## config.mk

```make
export PLATFORM = sky130hd
export DESIGN_NAME = rtc_count_to_calendar_core_flat
export DESIGN_NICKNAME = d
export VERILOG_FILES = /design/src/rtl/rtcc_pkg.sv /design/src/rtl/rtcc_in_if.sv /design/src/rtl/rtcc_out_if.sv /design/src/rtl/rtcc_mdu.sv /design/src/rtl/rtcc_roll.sv /design/src/rtl/rtc_count_to_calendar_core.sv /design/src/flat_wrapper.sv
export SDC_FILE = /design/constraint.sdc
export NUM_CORES = 2
export LEC_CHECK = 0
export BUFFER_PORTS_ARGS = -buffer_cell sky130_fd_sc_hd__buf_4
export CAP_MARGIN = 25
export CELL_PAD_IN_SITES_DETAIL_PLACEMENT = 1
export CELL_PAD_IN_SITES_GLOBAL_PLACEMENT = 2
export CORE_ASPECT_RATIO = 0.6
export CORE_MARGIN = 5
export CORE_UTILIZATION = 45
export CTS_CLUSTER_DIAMETER = 100
export CTS_CLUSTER_SIZE = 14
export DETAILED_ROUTE_END_ITERATION = 8
export GPL_ROUTABILITY_DRIVEN = 0
export GPL_TIMING_DRIVEN = 0
export PLACE_DENSITY = 0.95
export SYNTH_ARGS = -nofsm -noshare
export SYNTH_HDL_FRONTEND = slang
export SYNTH_SLANG_ARGS = --single-unit
```

## constraint.sdc

```tcl
create_clock -name clk_i -period 20.4 [get_ports clk_i]
set_input_delay 1.02 -clock clk_i [delete_from_list [all_inputs] [get_ports clk_i]]
set_output_delay 1.02 -clock clk_i [all_outputs]
set_load 0.02 [all_outputs]
```

## src/rtl/rtcc_pkg.sv

```systemverilog
`timescale 1ns / 1ps

package rtcc_pkg;

  // configuration register indexes
  localparam logic [2:0] CFG_YEAR   = 3'd0;
  localparam logic [2:0] CFG_MONTH  = 3'd1;
  localparam logic [2:0] CFG_DAY    = 3'd2;
  localparam logic [2:0] CFG_HOUR   = 3'd3;
  localparam logic [2:0] CFG_MINUTE = 3'd4;
  localparam logic [2:0] CFG_SECOND = 3'd5;

  localparam int unsigned CfgIdxW  = 3;
  localparam int unsigned CfgDataW = 14;

  typedef logic [2:0] op_t;

  // operations run on the shared multiplier, in sequence order
  localparam op_t OP_Y25    = 3'd0;  // base year mod 25
  localparam op_t OP_F125   = 3'd1;  // fine * 8 / 1000 = fine / 125
  localparam op_t OP_C524   = 3'd2;  // coarse * 524, low word
  localparam op_t OP_MS1000 = 3'd3;  // milliseconds to seconds
  localparam op_t OP_S60    = 3'd4;  // seconds to minutes
  localparam op_t OP_M60    = 3'd5;  // minutes to hours
  localparam op_t OP_H24    = 3'd6;  // hours to days

  typedef struct packed {
    logic mul;
    logic est;
    op_t  op;
  } mdu_ctl_t;

  typedef struct packed {
    logic [13:0] yr;
    logic [3:0]  mon;
    logic [6:0]  day;
    logic [4:0]  m25;  // year mod 25, tracked along with yr
  } cal_t;

  // floor(2^32 / divisor); for the plain product, the factor itself
  function automatic logic [27:0] op_mult(input op_t op);
    logic [27:0] m;
    case (op)
      OP_Y25:    m = 28'd171798691;
      OP_F125:   m = 28'd34359738;
      OP_C524:   m = 28'd524;
      OP_MS1000: m = 28'd4294967;
      OP_S60:    m = 28'd71582788;
      OP_M60:    m = 28'd71582788;
      OP_H24:    m = 28'd178956970;
      default:   m = 28'd0;
    endcase
    return m;
  endfunction

  function automatic logic [9:0] op_div(input op_t op);
    logic [9:0] d;
    case (op)
      OP_Y25:    d = 10'd25;
      OP_F125:   d = 10'd125;
      OP_MS1000: d = 10'd1000;
      OP_S60:    d = 10'd60;
      OP_M60:    d = 10'd60;
      OP_H24:    d = 10'd24;
      default:   d = 10'd1;
    endcase
    return d;
  endfunction

  // month length; months outside 1..12 count as 31 days
  function automatic logic [4:0] month_days(input logic [3:0] mon, input logic leap);
    logic [4:0] n;
    case (mon)
      4'd2:    n = leap ? 5'd29 : 5'd28;
      4'd4:    n = 5'd30;
      4'd6:    n = 5'd30;
      4'd9:    n = 5'd30;
      4'd11:   n = 5'd30;
      default: n = 5'd31;
    endcase
    return n;
  endfunction

endpackage

```

## src/rtl/rtcc_in_if.sv

```systemverilog
`timescale 1ns / 1ps

interface rtcc_in_if;
  logic        valid;
  logic        ready;
  logic [31:0] coarse_count;
  logic [15:0] fine_count;

  modport source (output valid, output coarse_count, output fine_count, input ready);
  modport sink (input valid, input coarse_count, input fine_count, output ready);
endinterface

```

## src/rtl/rtcc_out_if.sv

```systemverilog
`timescale 1ns / 1ps

interface rtcc_out_if;
  logic        valid;
  logic        ready;
  logic [22:0] elapsed_seconds;
  logic [13:0] out_year;
  logic [3:0]  out_month;
  logic [4:0]  out_day;
  logic [4:0]  out_hour;
  logic [5:0]  out_minute;
  logic [5:0]  out_second;

  modport source (
    output valid, output elapsed_seconds, output out_year, output out_month,
    output out_day, output out_hour, output out_minute, output out_second,
    input ready
  );
  modport sink (
    input valid, input elapsed_seconds, input out_year, input out_month,
    input out_day, input out_hour, input out_minute, input out_second,
    output ready
  );
endinterface

```

## src/rtl/rtcc_mdu.sv

```systemverilog
`timescale 1ns / 1ps

// Shared multiplier: plain product, or division by a constant through the
// reciprocal. The estimate is at most one low, so one compare fixes it.
module rtcc_mdu (
  input  logic              clk_i,
  input  rtcc_pkg::mdu_ctl_t ctl_i,
  input  logic [31:0]       x_i,
  output logic [31:0]       prod_lo_o,
  output logic [27:0]       q_o,
  output logic [10:0]       r_o
);

  logic [27:0] mult;
  logic [9:0]  dvsr;
  logic [59:0] prod_d;
  logic [59:0] prod_q;
  logic [31:0] xk_q;
  logic [31:0] qd;
  logic [31:0] rem_full;
  logic [27:0] qe_q;
  logic [10:0] re_q;
  logic        ge;

  assign mult   = rtcc_pkg::op_mult(ctl_i.op);
  assign dvsr   = rtcc_pkg::op_div(ctl_i.op);
  assign prod_d = {28'd0, x_i} * {32'd0, mult};

  // only the low word matters: the true remainder is below 2048
  assign qd       = {4'd0, prod_q[59:32]} * {22'd0, dvsr};
  assign rem_full = xk_q - qd;

  always_ff @(posedge clk_i) begin
    if (ctl_i.mul) begin
      prod_q <= prod_d;
      xk_q   <= x_i;
    end
    if (ctl_i.est) begin
      qe_q <= prod_q[59:32];
      re_q <= rem_full[10:0];
    end
  end

  assign ge        = (re_q >= {1'b0, dvsr});
  assign q_o       = ge ? qe_q + 28'd1 : qe_q;
  assign r_o       = ge ? re_q - {1'b0, dvsr} : re_q;
  assign prod_lo_o = prod_q[31:0];

endmodule

```

## src/rtl/rtcc_roll.sv

```systemverilog
`timescale 1ns / 1ps

// One month rollover step of the calendar.
module rtcc_roll (
  input  rtcc_pkg::cal_t cal_i,
  output logic           over_o,
  output rtcc_pkg::cal_t cal_o
);

  logic       leap;
  logic [4:0] mdays;

  // divisible by 100 means divisible by 4 and by 25; by 400 means by 16 and by 25
  assign leap  = (cal_i.yr[1:0] == 2'd0) && ((cal_i.m25 != 5'd0) || (cal_i.yr[3:0] == 4'd0));
  assign mdays = rtcc_pkg::month_days(cal_i.mon, leap);
  assign over_o = (cal_i.day > {2'b00, mdays});

  always_comb begin
    cal_o     = cal_i;
    cal_o.day = cal_i.day - {2'b00, mdays};
    if (cal_i.mon >= 4'd12) begin
      cal_o.mon = 4'd1;
      cal_o.yr  = cal_i.yr + 14'd1;
      if (cal_i.yr == 14'h3FFF || cal_i.m25 == 5'd24) begin
        cal_o.m25 = 5'd0;
      end else begin
        cal_o.m25 = cal_i.m25 + 5'd1;
      end
    end else begin
      cal_o.mon = cal_i.mon + 4'd1;
    end
  end

endmodule

```

## src/rtl/rtc_count_to_calendar_core.sv

```systemverilog
`timescale 1ns / 1ps

// The sequencer runs seven operations on one shared multiplier, then steps
// the month rollover until the day fits, and loads the result once the output
// register is free. A new item is taken only when idle, after that load.
// Reset: base date-time returns to 2021-01-01 00:00:00, sequencer idle,
// no result pending.
module rtc_count_to_calendar_core (
  input  logic                              clk_i,
  input  logic                              rst_ni,
  input  logic                              cfg_we_i,
  input  logic [rtcc_pkg::CfgIdxW-1:0]      cfg_idx_i,
  input  logic [rtcc_pkg::CfgDataW-1:0]     cfg_wdata_i,
  rtcc_in_if.sink                           in_i,
  rtcc_out_if.source                        out_o
);

  localparam logic [2:0] ST_IDLE = 3'd0;
  localparam logic [2:0] ST_MUL  = 3'd1;
  localparam logic [2:0] ST_EST  = 3'd2;
  localparam logic [2:0] ST_TAKE = 3'd3;
  localparam logic [2:0] ST_ROLL = 3'd4;

  logic [2:0]  state_q, state_d;
  rtcc_pkg::op_t op_q;

  logic [13:0] base_year_q;
  logic [3:0]  base_month_q;
  logic [4:0]  base_day_q;
  logic [4:0]  base_hour_q;
  logic [5:0]  base_minute_q;
  logic [5:0]  base_second_q;

  logic [31:0] coarse_q;
  logic [15:0] fine_q;
  logic [9:0]  fq_q;
  logic [31:0] x_q;
  logic [22:0] elapsed_q;
  logic [5:0]  sec_q;
  logic [5:0]  min_q;
  logic [4:0]  hr_q;
  rtcc_pkg::cal_t cal_q;
  rtcc_pkg::cal_t cal_nxt;
  logic        over;

  rtcc_pkg::mdu_ctl_t ctl;
  logic [31:0] prod_lo;
  logic [27:0] q;
  logic [10:0] r;

  logic        out_valid_q;
  logic        out_load;

  // configuration
  always_ff @(posedge clk_i or negedge rst_ni) begin
    if (!rst_ni) begin
      base_year_q   <= 14'd2021;
      base_month_q  <= 4'd1;
      base_day_q    <= 5'd1;
      base_hour_q   <= 5'd0;
      base_minute_q <= 6'd0;
      base_second_q <= 6'd0;
    end else if (cfg_we_i) begin
      case (cfg_idx_i)
        rtcc_pkg::CFG_YEAR:   base_year_q   <= cfg_wdata_i;
        rtcc_pkg::CFG_MONTH:  base_month_q  <= cfg_wdata_i[3:0];
        rtcc_pkg::CFG_DAY:    base_day_q    <= cfg_wdata_i[4:0];
        rtcc_pkg::CFG_HOUR:   base_hour_q   <= cfg_wdata_i[4:0];
        rtcc_pkg::CFG_MINUTE: base_minute_q <= cfg_wdata_i[5:0];
        rtcc_pkg::CFG_SECOND: base_second_q <= cfg_wdata_i[5:0];
        default: ;
      endcase
    end
  end

  assign ctl.mul = (state_q == ST_MUL);
  assign ctl.est = (state_q == ST_EST);
  assign ctl.op  = op_q;

  rtcc_mdu u_mdu (
    .clk_i     (clk_i),
    .ctl_i     (ctl),
    .x_i       (x_q),
    .prod_lo_o (prod_lo),
    .q_o       (q),
    .r_o       (r)
  );

  rtcc_roll u_roll (
    .cal_i  (cal_q),
    .over_o (over),
    .cal_o  (cal_nxt)
  );

  assign in_i.ready = (state_q == ST_IDLE);
  assign out_load   = (state_q == ST_ROLL) && !over && (!out_valid_q || out_o.ready);

  always_comb begin
    state_d = state_q;
    case (state_q)
      ST_IDLE: if (in_i.valid) state_d = ST_MUL;
      ST_MUL:  state_d = (op_q == rtcc_pkg::OP_C524) ? ST_TAKE : ST_EST;
      ST_EST:  state_d = ST_TAKE;
      ST_TAKE: state_d = (op_q == rtcc_pkg::OP_H24) ? ST_ROLL : ST_MUL;
      ST_ROLL: if (out_load) state_d = ST_IDLE;
      default: state_d = ST_IDLE;
    endcase
  end

  always_ff @(posedge clk_i or negedge rst_ni) begin
    if (!rst_ni) begin
      state_q     <= ST_IDLE;
      op_q        <= rtcc_pkg::OP_Y25;
      out_valid_q <= 1'b0;
    end else begin
      state_q <= state_d;
      if (out_load) begin
        out_valid_q <= 1'b1;
      end else if (out_o.ready) begin
        out_valid_q <= 1'b0;
      end
      if (state_q == ST_IDLE && in_i.valid) begin
        op_q <= rtcc_pkg::OP_Y25;
      end else if (state_q == ST_TAKE) begin
        case (op_q)
          rtcc_pkg::OP_Y25:    op_q <= rtcc_pkg::OP_F125;
          rtcc_pkg::OP_F125:   op_q <= rtcc_pkg::OP_C524;
          rtcc_pkg::OP_C524:   op_q <= rtcc_pkg::OP_MS1000;
          rtcc_pkg::OP_MS1000: op_q <= rtcc_pkg::OP_S60;
          rtcc_pkg::OP_S60:    op_q <= rtcc_pkg::OP_M60;
          rtcc_pkg::OP_M60:    op_q <= rtcc_pkg::OP_H24;
          default:             op_q <= rtcc_pkg::OP_Y25;
        endcase
      end
    end
  end

  // datapath
  always_ff @(posedge clk_i) begin
    if (state_q == ST_IDLE && in_i.valid) begin
      coarse_q <= in_i.coarse_count;
      fine_q   <= in_i.fine_count;
      x_q      <= {18'd0, base_year_q};
    end
    if (state_q == ST_TAKE) begin
      case (op_q)
        rtcc_pkg::OP_Y25: begin
          cal_q.m25 <= r[4:0];
          x_q       <= {16'd0, fine_q};
        end
        rtcc_pkg::OP_F125: begin
          fq_q <= q[9:0];
          x_q  <= coarse_q;
        end
        rtcc_pkg::OP_C524: begin
          x_q <= prod_lo + {22'd0, fq_q};  // wraps at 32 bits
        end
        rtcc_pkg::OP_MS1000: begin
          elapsed_q <= q[22:0];
          x_q       <= {9'd0, q[22:0]} + {26'd0, base_second_q};
        end
        rtcc_pkg::OP_S60: begin
          sec_q <= r[5:0];
          x_q   <= {15'd0, q[16:0]} + {26'd0, base_minute_q};
        end
        rtcc_pkg::OP_M60: begin
          min_q <= r[5:0];
          x_q   <= {21'd0, q[10:0]} + {27'd0, base_hour_q};
        end
        rtcc_pkg::OP_H24: begin
          hr_q       <= r[4:0];
          cal_q.yr   <= base_year_q;
          cal_q.mon  <= base_month_q;
          cal_q.day  <= {1'b0, q[5:0]} + {2'b00, base_day_q};
        end
        default: ;
      endcase
    end
    // advance one month per cycle until the day fits
    if (state_q == ST_ROLL && over) begin
      cal_q <= cal_nxt;
    end
  end

  always_ff @(posedge clk_i) begin
    if (out_load) begin
      out_o.elapsed_seconds <= elapsed_q;
      out_o.out_year        <= cal_q.yr;
      out_o.out_month       <= cal_q.mon;
      out_o.out_day         <= cal_q.day[4:0];
      out_o.out_hour        <= hr_q;
      out_o.out_minute      <= min_q;
      out_o.out_second      <= sec_q;
    end
  end

  assign out_o.valid = out_valid_q;

endmodule

```

## src/flat_wrapper.sv

```systemverilog
// flat-port wrapper written by rule: the top's interface ports become plain ports
module rtc_count_to_calendar_core_flat 
  (clk_i, rst_ni, cfg_we_i, cfg_idx_i, cfg_wdata_i, in_i_valid, in_i_coarse_count, in_i_fine_count, in_i_ready, out_o_valid, out_o_elapsed_seconds, out_o_out_year, out_o_out_month, out_o_out_day, out_o_out_hour, out_o_out_minute, out_o_out_second, out_o_ready);
  rtcc_in_if in_i_i ();
  rtcc_out_if out_o_i ();
  input  logic clk_i;
  input  logic rst_ni;
  input  logic cfg_we_i;
  input  logic [rtcc_pkg::CfgIdxW-1:0] cfg_idx_i;
  input  logic [rtcc_pkg::CfgDataW-1:0] cfg_wdata_i;
  input wire logic [$bits(in_i_i.valid)-1:0] in_i_valid;
  input wire logic [$bits(in_i_i.coarse_count)-1:0] in_i_coarse_count;
  input wire logic [$bits(in_i_i.fine_count)-1:0] in_i_fine_count;
  output wire logic [$bits(in_i_i.ready)-1:0] in_i_ready;
  output wire logic [$bits(out_o_i.valid)-1:0] out_o_valid;
  output wire logic [$bits(out_o_i.elapsed_seconds)-1:0] out_o_elapsed_seconds;
  output wire logic [$bits(out_o_i.out_year)-1:0] out_o_out_year;
  output wire logic [$bits(out_o_i.out_month)-1:0] out_o_out_month;
  output wire logic [$bits(out_o_i.out_day)-1:0] out_o_out_day;
  output wire logic [$bits(out_o_i.out_hour)-1:0] out_o_out_hour;
  output wire logic [$bits(out_o_i.out_minute)-1:0] out_o_out_minute;
  output wire logic [$bits(out_o_i.out_second)-1:0] out_o_out_second;
  input wire logic [$bits(out_o_i.ready)-1:0] out_o_ready;
  assign in_i_i.valid = in_i_valid;
  assign in_i_i.coarse_count = in_i_coarse_count;
  assign in_i_i.fine_count = in_i_fine_count;
  assign in_i_ready = in_i_i.ready;
  assign out_o_valid = out_o_i.valid;
  assign out_o_elapsed_seconds = out_o_i.elapsed_seconds;
  assign out_o_out_year = out_o_i.out_year;
  assign out_o_out_month = out_o_i.out_month;
  assign out_o_out_day = out_o_i.out_day;
  assign out_o_out_hour = out_o_i.out_hour;
  assign out_o_out_minute = out_o_i.out_minute;
  assign out_o_out_second = out_o_i.out_second;
  assign out_o_i.ready = out_o_ready;
  rtc_count_to_calendar_core u_core (.clk_i(clk_i), .rst_ni(rst_ni), .cfg_we_i(cfg_we_i), .cfg_idx_i(cfg_idx_i), .cfg_wdata_i(cfg_wdata_i), .in_i(in_i_i), .out_o(out_o_i));
endmodule
```

== Yosys cells after proc, flatten, opt, wreduce, memory -nomap -nowiden ==
Cells that the tools add are included.
Storage, ports and cells
  register bits after elaboration: 375
  latch bits: 0
  memory bits (writable): 0
  memory bits (read-only): 0
  input port bits: 70
  output and inout port bits: 65
  logic and storage cells: 139
  memories: 0
Cells by class
  add/sub/neg operators: 12
  $mul: 2
  div/mod/pow operators: 0
  magnitude comparators: 3
  equal/unequal tests: 25
  shift-type cells: 0
  mux-type cells: 27
  bitwise operators: 0
  reductions and logical operators: 38
Operators by type and width (number)
  $pmux W32 S6: 1
  $pmux W28 S6: 1
  $mux W32: 2
  $mul A32 B28 Y60: 1
  $mux W30: 2
  $pmux W10 S5: 1
  $add A32 B10 Y32: 1
  $mul A28 B10 Y11: 1
  $reduce_and A2 Y1: 13
  $mux W25: 1
  $add A23 B6 Y24: 1
  $add A23 B1 Y23 const B: 1
  $mux W23: 1
  $add A17 B6 Y18: 1
  $eq A3 B2 Y1 const B: 6
  $eq A3 B3 Y1 const B: 6
  $pmux W3 S6: 1
  $mux W3: 5
  $mux W5: 3
  $pmux W3 S5: 1
  $add A14 B1 Y14 const B: 1
  $eq A14 B14 Y1 const B: 1
  $mux W14: 1
  $add A11 B5 Y12: 1
  31 further kinds: 53

== Longest topological paths before layout ==
  depth in word-level cells: 11
  mapped depth: 34

== Hierarchy ==
A second synthesis with hierarchy kept.
Second synthesis, totals
  cell total of the unflattened synthesis: 4549
  area total of the unflattened synthesis: 46296.9 µm²
Modules (own cells, without submodules)
  rtcc_mdu: instances 1, cells an instance 3451, area each 33271.9 µm², sequential area each 3303.2 µm²
  rtc_count_to_calendar_core: instances 1, cells an instance 984, area each 12155.4 µm², sequential area each 7564.8 µm²
  rtcc_roll: instances 1, cells an instance 114, area each 869.6 µm², sequential area each 0.0 µm²

== Worst setup path before layout ==
No wires, ideal clock.
  path type: reg2reg
  from: register u_core.op_q[1]
  to: register u_core.u_mdu.prod_q[53] (data pin)
  data arrival time: 7791 ps
  required time: 20127 ps
  path slack: 12336 ps
  stages on the path, launching flop included: 30
  path buffers: 5
  cell sequence: dfrtp_1 > clkbuf_1 > nor3_1 > clkbuf_1 > clkbuf_1 > buf_1 > nand2_1 > inv_1 > nor2_1 > fa_1 > fa_1 > inv_1 > fa_1 > fa_1 > fa_1 > fa_1 > inv_1 > fa_1 > inv_1 > ha_1 > o21ai_0 > nor2_1 > or4_1 > a41oi_1 > and2_1 > a21oi_1 > a31o_2 > clkbuf_1 > a2111oi_0 > a211oi_1
Between the ends
  word-level cells in the longest chain between the ends: 4
  elaborated cells between the ends (all ways): 10
  classes of those cells: 1 x mul; 6 x eq/ne; 1 x mux; 2 x reduce/logical
RTL lines
  start: declaration: RTL line rtc_count_to_calendar_core.sv:25  | rtcc_pkg::op_t op_q;
  start signal: assignment: RTL line rtc_count_to_calendar_core.sv:113  | op_q <= rtcc_pkg::OP_Y25;
  start signal: assignment: RTL line rtc_count_to_calendar_core.sv:123  | op_q <= rtcc_pkg::OP_Y25;
  start signal: assignment: RTL line rtc_count_to_calendar_core.sv:126  | rtcc_pkg::OP_Y25: op_q <= rtcc_pkg::OP_F125;
  $eq A3 B3 Y1: RTL line rtcc_pkg.sv:43  | case (op)
  $reduce_or A2 Y1 (no source line)
  $pmux W28 S6 (*): RTL line rtcc_pkg.sv:43
  $mul A32 B28 Y60 (*): RTL line rtcc_mdu.sv:27  | assign prod_d = {28'd0, x_i} * {32'd0, mult};
  net u_core.u_mdu.prod_d[53]: RTL line rtcc_mdu.sv:16  | logic [59:0] prod_d;
  end signal: assignment: RTL line rtcc_mdu.sv:35  | prod_q <= prod_d;
  end: declaration: RTL line rtcc_mdu.sv:17  | logic [59:0] prod_q;
Mark *: on every way through the listed nets, which the timed path passes. The rest lies on a longest branch.
A chain may end at the register's enable or synchronous reset.

== Final worst setup path ==
  from: register u_core.op_q[1]
  to: register u_core.u_mdu.prod_q[48] (data pin)
Same word-level chain as after synthesis.

==> results.txt <==
Total GRT Usage: 34.68%
Number of antenna violations at the first check in global routing: 9
Most frequent CP cell: fa_1
R2R Path Start: u_core.op_q[1]
Post-layout nets: 5768
Die area: 106400 sq um
Fraction of layout cells with a size suffix above 1: 6.960%
Fill cells: 11140
Height of the die: 254.7 um
Hold buffers post-CTS: 0
Most frequent cells in the layout: 1105 x inv_1, 777 x fa_1, 423 x nand2_1, 303 x ha_1, 291 x edfxtp_1
Ports: 135
Most used routing layer: met1
First-pass GRT wire length: 263.7 mm
Most common cell after layout, fill and taps aside: inv_1
Setup TNS: 0 ns
Drt total wl: 185.8 mm
CTS Sinks: 370
Final Critical Period: 11.85 ns
Std cell rows: 89
Post_cts resized: 0
Largest net degree at the start of global routing: 58
Mapped Avg Cell Area: 10.18 sq um
Dpl hpwl: 159.5 mm
Library cells used by synthesis: 87
Tcrit/Tclk final: 58.10%
Area of the core: 98660 sq um
H-tree level count: 2
Drt first pass iters: 7
Final setup fails: 0
Critical path capture point type: flip-flop
CP startpoint kind: flip-flop
Worst setup path start: u_core.op_q[1]
Req. time, crit path: 20.72 ns
GRT overflow: 0
DRC: 0
Reg clk slew, reported paths: 0.08 ns
Clock skew: 0.03361 ns
Hold Crit Start: u_core.sec_q[3]
Placed Cells: 5890
Drt wl/cell: 31.11 um
Met3 Use GR: 21.12%
Vias in the first global route: 37780
Synth Net Count: 5560
Final Hold Vio Count: 0
Syn. warnings: 0
Sequential fraction of the synthesis area: 23.54%
CTS tree: done
Seq cells post-synth: 370
# Post-CTS Setup Buffers: 0
Vias: 35840
PortBufs: 134
Critical Path AT: 12.18 ns
Area grow syn2layout: 9.410%
Synth async-reset ratio: 12.70%
Max-slew violation count: 0
Worst slew margin: 16.37%
Area of the multi-input gates: 29700 sq um
Max Cap Viol: 0
Routed Antenna Nets: 0
Max Fclk: 84.37 MHz
Worst path max stage delay: 0.84 ns
Initial DRC count: 5068
CTS buffer count: 34
Chip Width: 417.8 um
RSZ-0062 raised after global routing: false
CTS max path bufs: 3
Critical path type: reg -> reg
Starting Density: 45.50%
Met1 usage: 47.67%
Number of synthesized flops with an enable pin: 291
Vias per cell: 6.001
Worst-Margin Slew: 1.255 ns
Register area: 10570 sq um
Syn Inst Count: 4410
GRT met2 Usage: 45.22%
CP max FO: 10
Clock Latency Late Sink: 0.59 ns
Commonest register cell after synthesis: edfxtp_1
Outcome: completed
Slowest library cell on the worst path: o311ai_0
Clock root buffer: clkbuf_16
Non-Filler Instances: 5973
HP Class: reg -> reg
Mapped Area: 44890 sq um
metrics by stage:
stage                     cell area, sq um  hold slack [ns]  setup WS [ns]  utilization, %
after CTS                            48950           0.4213          8.702           49.61
final                                49110           0.4203          8.547           49.78
after floorplan                      44890           0.4003          12.34               -
after global routing                 49080           0.4241          8.596           49.75
after detailed placement             47920           0.4061          8.786           48.57
after global placement               47550           0.4016          8.046           48.19
flip-flops by register name, indices dropped and copies added, names as in the netlist, 16 cells and up:
signal / cells
u_core.u_mdu.qe_q: 23
u_core.coarse_q: 32
u_core.cal_q: 30
u_core.fine_q: 16
u_core.x_q: 32
u_core.u_mdu.prod_q: 55
u_core.elapsed_q: 23
u_core.out_o.elapsed_seconds: 23
area by class of cell:
| type | count | area share [%] |
|---|---|---|
| repair buffers | 172 | 2.978 |
| well taps | 1319 | 3.360 |
| plain buffers | 134 | 1.055 |
| multi-input cells | 2799 | 60.48 |
| flip-flops and latches | 370 | 21.52 |
| diodes | 13 | 0.06624 |
| clock buffers | 53 | 1.921 |
| clock inverters | 6 | 0.1681 |
| inverters | 1107 | 8.460 |
cell usage after synthesis (all sizes together) (10+ instances only):
cell / instances / area [sq um]
and3: 32 / 200.2
nand4: 29 / 181.4
buf: 10 / 48.79
fa: 777 / 15550
o311ai: 11 / 96.35
a21o: 37 / 277.8
nor3: 40 / 210.2
nor4: 11 / 90.08
mux2: 42 / 473.0
clkbuf: 124 / 465.5
or2: 21 / 131.4
a211oi: 18 / 147.6
ha: 303 / 3791
xnor2: 120 / 1059
a221oi: 16 / 140.1
nor2: 126 / 473.0
a21oi: 110 / 554.3
o21ai: 114 / 570.5
dfxtp: 32 / 640.6
o21a: 12 / 90.09
nand3: 48 / 252.8
dfstp: 10 / 262.8
dfrtp: 37 / 925.9
nand2b: 39 / 251.5
o22ai: 11 / 68.82
o21bai: 17 / 127.6
nor2b: 30 / 187.7
nand2: 423 / 1588
a22oi: 11 / 82.58
inv: 1106 / 4151
xor2: 52 / 455.4
a31oi: 24 / 177.7
and2: 182 / 1139
edfxtp: 291 / 8738
routing by layer:
layer | share of wire [%] | wire (um) | vias to the layer above
met5 | 0.12 | 230 | -
met4 | 3.7 | 6915 | 12
met3 | 19 | 34800 | 415
met2 | 38 | 70270 | 2774
met1 | 40 | 73590 | 18440
li1 | - | - | 14210
final timing paths:
kind / slack [ns] / endpoint / depth (start not counted)
min reg2reg: 0.42 / u_core.out_o.out_second[3] / 0
min: 0.42 / u_core.out_o.out_second[3] / 0
min in group asynchronous: 0.48 / u_core.base_minute_q[4] / 1
max: 8.55 / u_core.u_mdu.prod_q[48] / 29
max in group asynchronous: 19.45 / u_core.base_day_q[1] / 1
max reg2reg: 8.55 / u_core.u_mdu.prod_q[48] / 29
cells by family after synthesis:
family,share of synthesized area (%)
buffers and inverters,10.40
adders and majority gates,43.10
and+or+nand+nor,11.13
AOI/OAI and AO/OA,7.180
DFF,23.54
xor gates and xnor gates,3.373
muxes,1.282
worst max-delay path: cells and delay by family, from the launching register on:
kind / cells / cell delay, ns
fa+ha+maj: 8 / 4.18
xor+xnor: 1 / 0.18
simple gates: 4 / 1.02
buf+inv: 9 / 2.76
compound gates: 7 / 3.02
flops: 1 / 0.39
Power is left out: the tool's default activity adds up to more than one toggle a clock period on the data nets, which glitch-free logic cannot reach.
